[src/hw/rtl/hkrd_pkg.sv]
package hkrd_pkg;

  localparam int KEY_SLOTS = 6;

  localparam logic [7:0] KEY_NONE      = 8'h00;
  localparam logic [7:0] ROLLOVER_CODE = 8'h01;
  localparam logic [7:0] MOD_BASE      = 8'hE0;
  localparam logic [7:0] MARKER_CODE   = 8'h00;

  localparam int MOD_BITS = 8;

  // Event slots in emission order: modifier releases, modifier presses,
  // key releases, key presses, then the matrix-update marker.
  localparam int EV_MOD_REL = 0;
  localparam int EV_MOD_PRS = EV_MOD_REL + MOD_BITS;
  localparam int EV_KEY_REL = EV_MOD_PRS + MOD_BITS;
  localparam int EV_KEY_PRS = EV_KEY_REL + KEY_SLOTS;
  localparam int EV_MARKER  = EV_KEY_PRS + KEY_SLOTS;
  localparam int N_EV       = EV_MARKER + 1;

  localparam logic EVENT_KEY    = 1'b0;
  localparam logic EVENT_MARKER = 1'b1;

  typedef logic [KEY_SLOTS-1:0][7:0] key_list_t;

  typedef struct packed {
    logic [N_EV-1:0] mask;
    key_list_t       rel_codes;
    key_list_t       prs_codes;
  } job_t;

endpackage

[src/hw/rtl/hid_keyboard_report_differ.sv]
// A report's results go from the job register to the output register and out_valid.
// Throughput: one result per cycle while out_ready does not stall the output; a report gives
// its results (changed modifiers + released keys + pressed keys + 1 marker, at most 21) through the
// single result serialiser. The next report is taken in the cycle the last result of
// the previous one enters the output register; a rollover report is taken and dropped.
// Reset (rst_n low, synchronous) clears the stored report to all zero and empties the block.
module hid_keyboard_report_differ (
  input  logic       clk,
  input  logic       rst_n,
  input  logic       in_valid,
  output logic       in_ready,
  input  logic [7:0] in_modifier_bits,
  input  logic [7:0] in_reserved_byte,
  input  logic [7:0] in_key_slot_0,
  input  logic [7:0] in_key_slot_1,
  input  logic [7:0] in_key_slot_2,
  input  logic [7:0] in_key_slot_3,
  input  logic [7:0] in_key_slot_4,
  input  logic [7:0] in_key_slot_5,
  output logic       out_valid,
  input  logic       out_ready,
  output logic       out_event_kind,
  output logic [7:0] out_scan_code,
  output logic       out_is_press,
  output logic       out_last_of_run
);
  import hkrd_pkg::*;

  logic [7:0]           prev_mods_r;
  key_list_t            prev_keys_r;
  key_list_t            cur_keys;
  logic [KEY_SLOTS-1:0] rel_live;
  logic [KEY_SLOTS-1:0] prs_live;
  logic [KEY_SLOTS-1:0] rel_fire;
  logic [KEY_SLOTS-1:0] prs_fire;
  logic                 rollover;
  logic                 take;
  logic                 job_load;
  logic                 job_ready;
  job_t                 job;
  logic                 rel_acc;
  logic                 prs_acc;

  assign cur_keys[0] = in_key_slot_0;
  assign cur_keys[1] = in_key_slot_1;
  assign cur_keys[2] = in_key_slot_2;
  assign cur_keys[3] = in_key_slot_3;
  assign cur_keys[4] = in_key_slot_4;
  assign cur_keys[5] = in_key_slot_5;

  assign rollover = (in_key_slot_0 == ROLLOVER_CODE);
  assign in_ready = job_ready;
  assign take     = in_valid && in_ready;
  assign job_load = take && !rollover;

  // A slot takes part only if it and every slot before it are non-empty.
  always_comb begin
    rel_acc = 1'b1;
    prs_acc = 1'b1;
    for (int i = 0; i < KEY_SLOTS; i++) begin
      rel_acc     = rel_acc && (prev_keys_r[i] != KEY_NONE);
      prs_acc     = prs_acc && (cur_keys[i] != KEY_NONE);
      rel_live[i] = rel_acc;
      prs_live[i] = prs_acc;
    end
  end

  for (genvar i = 0; i < KEY_SLOTS; i++) begin : g_lane
    hkrd_lane u_rel (
      .code (prev_keys_r[i]),
      .list (cur_keys),
      .live (rel_live[i]),
      .fire (rel_fire[i])
    );
    hkrd_lane u_prs (
      .code (cur_keys[i]),
      .list (prev_keys_r),
      .live (prs_live[i]),
      .fire (prs_fire[i])
    );
  end

  hkrd_merge u_merge (
    .prev_mods (prev_mods_r),
    .cur_mods  (in_modifier_bits),
    .prev_keys (prev_keys_r),
    .cur_keys  (cur_keys),
    .rel_fire  (rel_fire),
    .prs_fire  (prs_fire),
    .job       (job)
  );

  hkrd_serial u_serial (
    .clk             (clk),
    .rst_n           (rst_n),
    .job_load        (job_load),
    .job_in          (job),
    .job_ready       (job_ready),
    .out_valid       (out_valid),
    .out_ready       (out_ready),
    .out_event_kind  (out_event_kind),
    .out_scan_code   (out_scan_code),
    .out_is_press    (out_is_press),
    .out_last_of_run (out_last_of_run)
  );

  always_ff @(posedge clk) begin
    if (!rst_n) begin
      prev_mods_r <= '0;
      prev_keys_r <= '0;
    end else if (job_load) begin
      prev_mods_r <= in_modifier_bits;
      prev_keys_r <= cur_keys;
    end
  end

endmodule

[src/hw/rtl/hkrd_lane.sv]
module hkrd_lane (
  input  logic [7:0]         code,
  input  hkrd_pkg::key_list_t list,
  input  logic               live,
  output logic               fire
);
  import hkrd_pkg::*;

  logic found;
  logic scan_open;

  // The code counts as present only if it sits before the first empty slot.
  always_comb begin
    found     = 1'b0;
    scan_open = 1'b1;
    for (int k = 0; k < KEY_SLOTS; k++) begin
      if (list[k] == KEY_NONE) begin
        scan_open = 1'b0;
      end
      if (scan_open && (list[k] == code)) begin
        found = 1'b1;
      end
    end
  end

  assign fire = live && !found;

endmodule

[src/hw/rtl/hkrd_merge.sv]
module hkrd_merge (
  input  logic [7:0]          prev_mods,
  input  logic [7:0]          cur_mods,
  input  hkrd_pkg::key_list_t prev_keys,
  input  hkrd_pkg::key_list_t cur_keys,
  input  logic [hkrd_pkg::KEY_SLOTS-1:0] rel_fire,
  input  logic [hkrd_pkg::KEY_SLOTS-1:0] prs_fire,
  output hkrd_pkg::job_t      job
);
  import hkrd_pkg::*;

  logic [MOD_BITS-1:0] mod_rel;
  logic [MOD_BITS-1:0] mod_prs;

  assign mod_rel = prev_mods & ~cur_mods;
  assign mod_prs = ~prev_mods & cur_mods;

  // The marker bit is always set, so every accepted report that is not a rollover yields a job.
  assign job.mask      = {1'b1, prs_fire, rel_fire, mod_prs, mod_rel};
  assign job.rel_codes = prev_keys;
  assign job.prs_codes = cur_keys;

endmodule

[src/hw/rtl/hkrd_serial.sv]
module hkrd_serial (
  input  logic           clk,
  input  logic           rst_n,
  input  logic           job_load,
  input  hkrd_pkg::job_t job_in,
  output logic           job_ready,
  output logic           out_valid,
  input  logic           out_ready,
  output logic           out_event_kind,
  output logic [7:0]     out_scan_code,
  output logic           out_is_press,
  output logic           out_last_of_run
);
  import hkrd_pkg::*;

  logic [N_EV-1:0] mask_r, mask_nxt;
  key_list_t       rel_codes_r;
  key_list_t       prs_codes_r;
  logic            out_valid_r, out_valid_nxt;
  logic            kind_r;
  logic [7:0]      scan_r;
  logic            press_r;

  logic [N_EV-1:0] pick;
  logic [N_EV-1:0] rest;
  logic [7:0]      ev_code [N_EV];
  logic [7:0]      pick_code;
  logic            pick_press;
  logic            job_busy;
  logic            adv;

  assign job_busy = |mask_r;
  assign adv      = job_busy && (!out_valid_r || out_ready);
  assign pick     = mask_r & (~mask_r + {{(N_EV-1){1'b0}}, 1'b1});
  assign rest     = mask_r & ~pick;

  // The job register frees up in the cycle its last event moves out.
  assign job_ready = !job_busy || (adv && (rest == '0));

  always_comb begin
    for (int b = 0; b < MOD_BITS; b++) begin
      ev_code[EV_MOD_REL + b] = MOD_BASE + 8'(b);
      ev_code[EV_MOD_PRS + b] = MOD_BASE + 8'(b);
    end
    for (int k = 0; k < KEY_SLOTS; k++) begin
      ev_code[EV_KEY_REL + k] = rel_codes_r[k];
      ev_code[EV_KEY_PRS + k] = prs_codes_r[k];
    end
    ev_code[EV_MARKER] = MARKER_CODE;
  end

  always_comb begin
    pick_code = '0;
    for (int b = 0; b < N_EV; b++) begin
      if (pick[b]) begin
        pick_code = pick_code | ev_code[b];
      end
    end
  end

  assign pick_press = (|pick[EV_MOD_PRS +: MOD_BITS]) | (|pick[EV_KEY_PRS +: KEY_SLOTS]);

  always_comb begin
    mask_nxt = mask_r;
    if (job_load) begin
      mask_nxt = job_in.mask;
    end else if (adv) begin
      mask_nxt = rest;
    end
  end

  always_comb begin
    out_valid_nxt = out_valid_r;
    if (adv) begin
      out_valid_nxt = 1'b1;
    end else if (out_ready) begin
      out_valid_nxt = 1'b0;
    end
  end

  always_ff @(posedge clk) begin
    if (!rst_n) begin
      mask_r      <= '0;
      out_valid_r <= 1'b0;
    end else begin
      mask_r      <= mask_nxt;
      out_valid_r <= out_valid_nxt;
    end
  end

  always_ff @(posedge clk) begin
    if (job_load) begin
      rel_codes_r <= job_in.rel_codes;
      prs_codes_r <= job_in.prs_codes;
    end
    if (adv) begin
      kind_r  <= pick[EV_MARKER] ? EVENT_MARKER : EVENT_KEY;
      scan_r  <= pick_code;
      press_r <= pick_press;
    end
  end

  assign out_valid       = out_valid_r;
  assign out_event_kind  = kind_r;
  assign out_scan_code   = scan_r;
  assign out_is_press    = press_r;
  assign out_last_of_run = kind_r;

endmodule

[config.mk]
export PLATFORM = sky130hd
export DESIGN_NAME = hid_keyboard_report_differ
export DESIGN_NICKNAME = d
export VERILOG_FILES = /design/src/hw/rtl/hkrd_pkg.sv /design/src/hw/rtl/hid_keyboard_report_differ.sv /design/src/hw/rtl/hkrd_lane.sv /design/src/hw/rtl/hkrd_merge.sv /design/src/hw/rtl/hkrd_serial.sv
export SDC_FILE = /design/constraint.sdc
export NUM_CORES = 1
export LEC_CHECK = 0
export BUFFER_PORTS_ARGS = -buffer_cell sky130_fd_sc_hd__buf_2
export CORE_ASPECT_RATIO = 1.4
export CORE_MARGIN = 2
export CORE_UTILIZATION = 58
export DETAILED_ROUTE_END_ITERATION = 16
export PLACE_DENSITY = 0.83
export SLEW_MARGIN = 10
export SYNTH_ARGS = -nofsm -noshare
export SYNTH_HDL_FRONTEND = slang
export SYNTH_HIERARCHICAL = 1
export SYNTH_SLANG_ARGS = --single-unit
export TNS_END_PERCENT = 100
[constraint.sdc]
create_clock -name clk -period 8.1 [get_ports clk]
set_input_delay 0 -clock clk [delete_from_list [all_inputs] [get_ports clk]]
set_output_delay 0 -clock clk [all_outputs]
set_load 0.03 [all_outputs]
==> results.ini <==
[critical_path]
r2r-end = prev_keys_r[12]
worstPathRequired_ps = 8460
end_kind = flop
crit_arrival_ps = 5530
rr_startpoint = u_serial/mask_r[0]
critPathTopFamily = simple AND/OR/NAND/NOR gates
ff2ff_path_depth = 12
setup.worst_path.start_class = flop
critPathMaxStageDelay_ps = 810
rrSetupSlack_ps = 2940
crit_slowest_cell = a31oi_4
path_cells = nor4_4 > nand4_1 > nor2_1 > nand3_1 > a221oi_2 > nand4_1 > a22oi_2 > nand2_1 > a31oi_4 > buf_12 > nand3_1 > o21ai_1
cp_num_buf_inv = 1
critPathMaxFanout = 136
worst-setup-path-type = flop to flop

[clock_tree]
cts_hold_buf = 9
ctsResizeCount = 0
root_buffer = clkbuf_16
cts_tree = built
h-tree-depth = 4
cts_setup_buffers = 0
clock_latency_ps = 450
clockBufferDepth = 2
cts_num_sinks = 192
clk_pin_slew_worst_paths_ps = 70
cts_buffers = 17

[grt]
track_usage = 0.349
gr-total-overflow = 0
first_global_vias = 16000
grt_pass1_wl_mm = 89.3
grt_max_degree = 137
antenna_found_initial = 0

[worst_hold_path]
min-delay-start = rst_n
min_path_cells = 2
holdPathEnd = u_serial/out_valid
hold_path_class = primary input to flop

[logic_synthesis]
synth.area.top_cells = edfxtp_1 (18%), xor2_1 (14%), xnor2_1 (13%)
synth_seq_cells = 192
synth_top_area_cell = edfxtp_1
avgSynthCellArea_sq_um = 8.86
syn_nets = 2110
synth_edf_count = 106
netlist.area_leader.share = 0.176
ys.flop_type = edfxtp_1
synthArstFlopShare = 0
synthDistinctLibCells = 73
syn-instance-count = 2042
ys_seq_area_frac = 0.271
netlist_area_sq_mm = 0.0181
ys_warn_count = 6

[power]
power.share.switching = 0.520
peakVddDrop_mv = 0.509
seqPwrFrac = 0.282
clockPowerShare = 0.097
switchingPower_uw = 4490
power.density_mw_per_mm2 = 487
combPwrFrac = 0.621
p_int_uw = 4150
leakage_uw = 0.00625

[floorplan]
io-pin-count = 81
die-area_sq_mm = 0.0327
placementRows = 76
die_w_um = 153
die_height_um = 213
core-area_sq_mm = 0.0307
start_util = 0.589

[routing]
route.antenna.remaining_nets = 0
via_count = 16500
avgRoutedWirePerCell_um = 25.0
drc_errors = 0
avgViaCountPerCell = 7.11
drtIter0Drc = 2817
first_pass_iters = 6
wirelength_mm = 58.0

[timing]
post-route-period-util = 0.637
slew_viol_final = 0
hold_violations = 0
slew_headroom = 0.189
fin_crit_ps = 5160
worst_hold_slack_ps = 83.2
fin_skew_ps = 13.9
rsz0062_at_grt = false
setup-tns-final_ps = 0
finalSetupViolCount = 0
fmax_mhz = 194
worst_pin_slew_ps = 1210

[outcome]
outcome = completed

[finish]
n_antenna_cell = 0
drive_gt1_frac = 0.104
area_growth_pct = -2.07
post-route-util = 0.577
num-nets-final = 1984

[placed_design]
gp_congestion = 0.984
hpwl_mm = 34.6
portBuffers = 72

[run]
maxCapViolCount = 0

kinds of logic (layout without fill, tap and decap cells):
group           after synthesis  in the layout  synth area share
compound gates              287            287             0.113
fa+ha+maj                     2              2           0.00111
buf+inv                     287            174             0.124
xor+xnor                    564            564             0.273
other cells                   1              1          0.000207
flops                       192            192             0.271
simple gates                708            708             0.217
mux                           1              1          0.000553
metrics by stage:
stage / instance area (sq um) / total power, uW / setup WS, ps / cells
6_report: 17700 / 8630 / 2940 / 2319
5_1_grt: 17700 / 9100 / 2630 / 2319
2_1_floorplan: 18100 / 6730 / 3690 / 2042
3_3_place_gp: 17100 / 7420 / 3100 / 2278
4_1_cts: 17700 / 8480 / 2970 / 2319
3_5_place_dp: 17100 / 7620 / 2960 / 2278
layout make-up:
| class | count | area [sq um] |
|---|---|---|
| Clock buffer | 19 | 443 |
| Clock inverter | 13 | 123 |
| Fill cell | 2627 | 13000 |
| Inverter | 31 | 116 |
| Multi-Input combinational cell | 1563 | 11000 |
| Sequential cell | 192 | 4900 |
| Tap cell | 390 | 488 |
| Timing Repair Buffer | 111 | 691 |
metal layers:
metal  GRT usage  up-vias  part of all wire
li1            -     7010                 -
met1       0.418     7522              0.34
met2       0.536     1465              0.43
met3      0.0954      491              0.14
met4       0.260        0             0.086
met5           0        -                 0
worst max path at each step:
stage / slack [ps] / cells after the start / from / end
6_report: 2940 / 12 / u_serial/mask_r[0] / prev_keys_r[12]
4_1_cts: 2970 / 12 / u_serial/mask_r[0] / u_serial/mask_r[27]
5_1_grt: 2630 / 12 / u_serial/mask_r[0] / prev_keys_r[12]
3_5_place_dp: 2960 / 12 / u_serial/mask_r[0] / u_serial/mask_r[27]
2_1_floorplan: 3690 / 17 / u_serial/mask_r[13] / u_serial/mask_r[7]
3_3_place_gp: 3100 / 12 / u_serial/mask_r[0] / u_serial/mask_r[20]
cells in the final DEF (no fill, tap or decap), types with 19 or more instances in the layout:
cell / count
a21oi_1: 47
and3_1: 19
buf_2: 71
buf_4: 30
dfxtp_1: 86
edfxtp_1: 106
inv_1: 30
nand2_1: 174
nand3_1: 72
nand4_1: 68
nor2_1: 61
nor3_1: 22
nor4_1: 203
o21ai_0: 38
o21ai_1: 40
or4_1: 29
xnor2_1: 276
xor2_1: 288
Yosys cell counts (18+ instances only):
master / number
nor2_1: 61
or4_1: 29
o31ai_1: 18
o21ai_1: 40
edfxtp_1: 106
inv_1: 30
a21oi_1: 47
nand2_1: 174
dfxtp_1: 86
clkbuf_1: 30
xnor2_1: 276
and3_1: 19
o21ai_0: 38
buf_6: 92
nor4_1: 203
nor3_1: 22
and2_1: 18
nand3_1: 72
xor2_1: 288
buf_4: 124
nand4_1: 68
flip-flops by register name, indices dropped and copies added (netlist names):
| signal | flops |
|---|---|
| u_serial/ev_code | 96 |
| u_serial/out_is_press | 1 |
| prev_mods_r | 8 |
| prev_keys_r | 48 |
| u_serial/mask_r | 29 |
| u_serial/out_scan_code | 8 |
| u_serial/out_valid | 1 |
| u_serial/out_event_kind | 1 |
worst reg2reg max path: stages, from the launching register on:
cell      delay [ps]
dfxtp_1          380
nor4_4           570
nand4_1          670
nor2_1           640
nand3_1          210
a221oi_2         310
nand4_1          130
a22oi_2          190
nand2_1          160
a31oi_4          810
buf_12           530
nand3_1          310
o21ai_1          170
power groups by stage:
stage / sequential, uW / clock, uW / combinational [uW]
floorplan: 2390 / 0 / 4340
global placement: 2390 / 0 / 5030
detailed placement: 2420 / 0 / 5200
CTS: 2400 / 843 / 5240
global route: 2480 / 879 / 5740
finish: 2440 / 837 / 5360
Power figures use the tool's default switching activity.
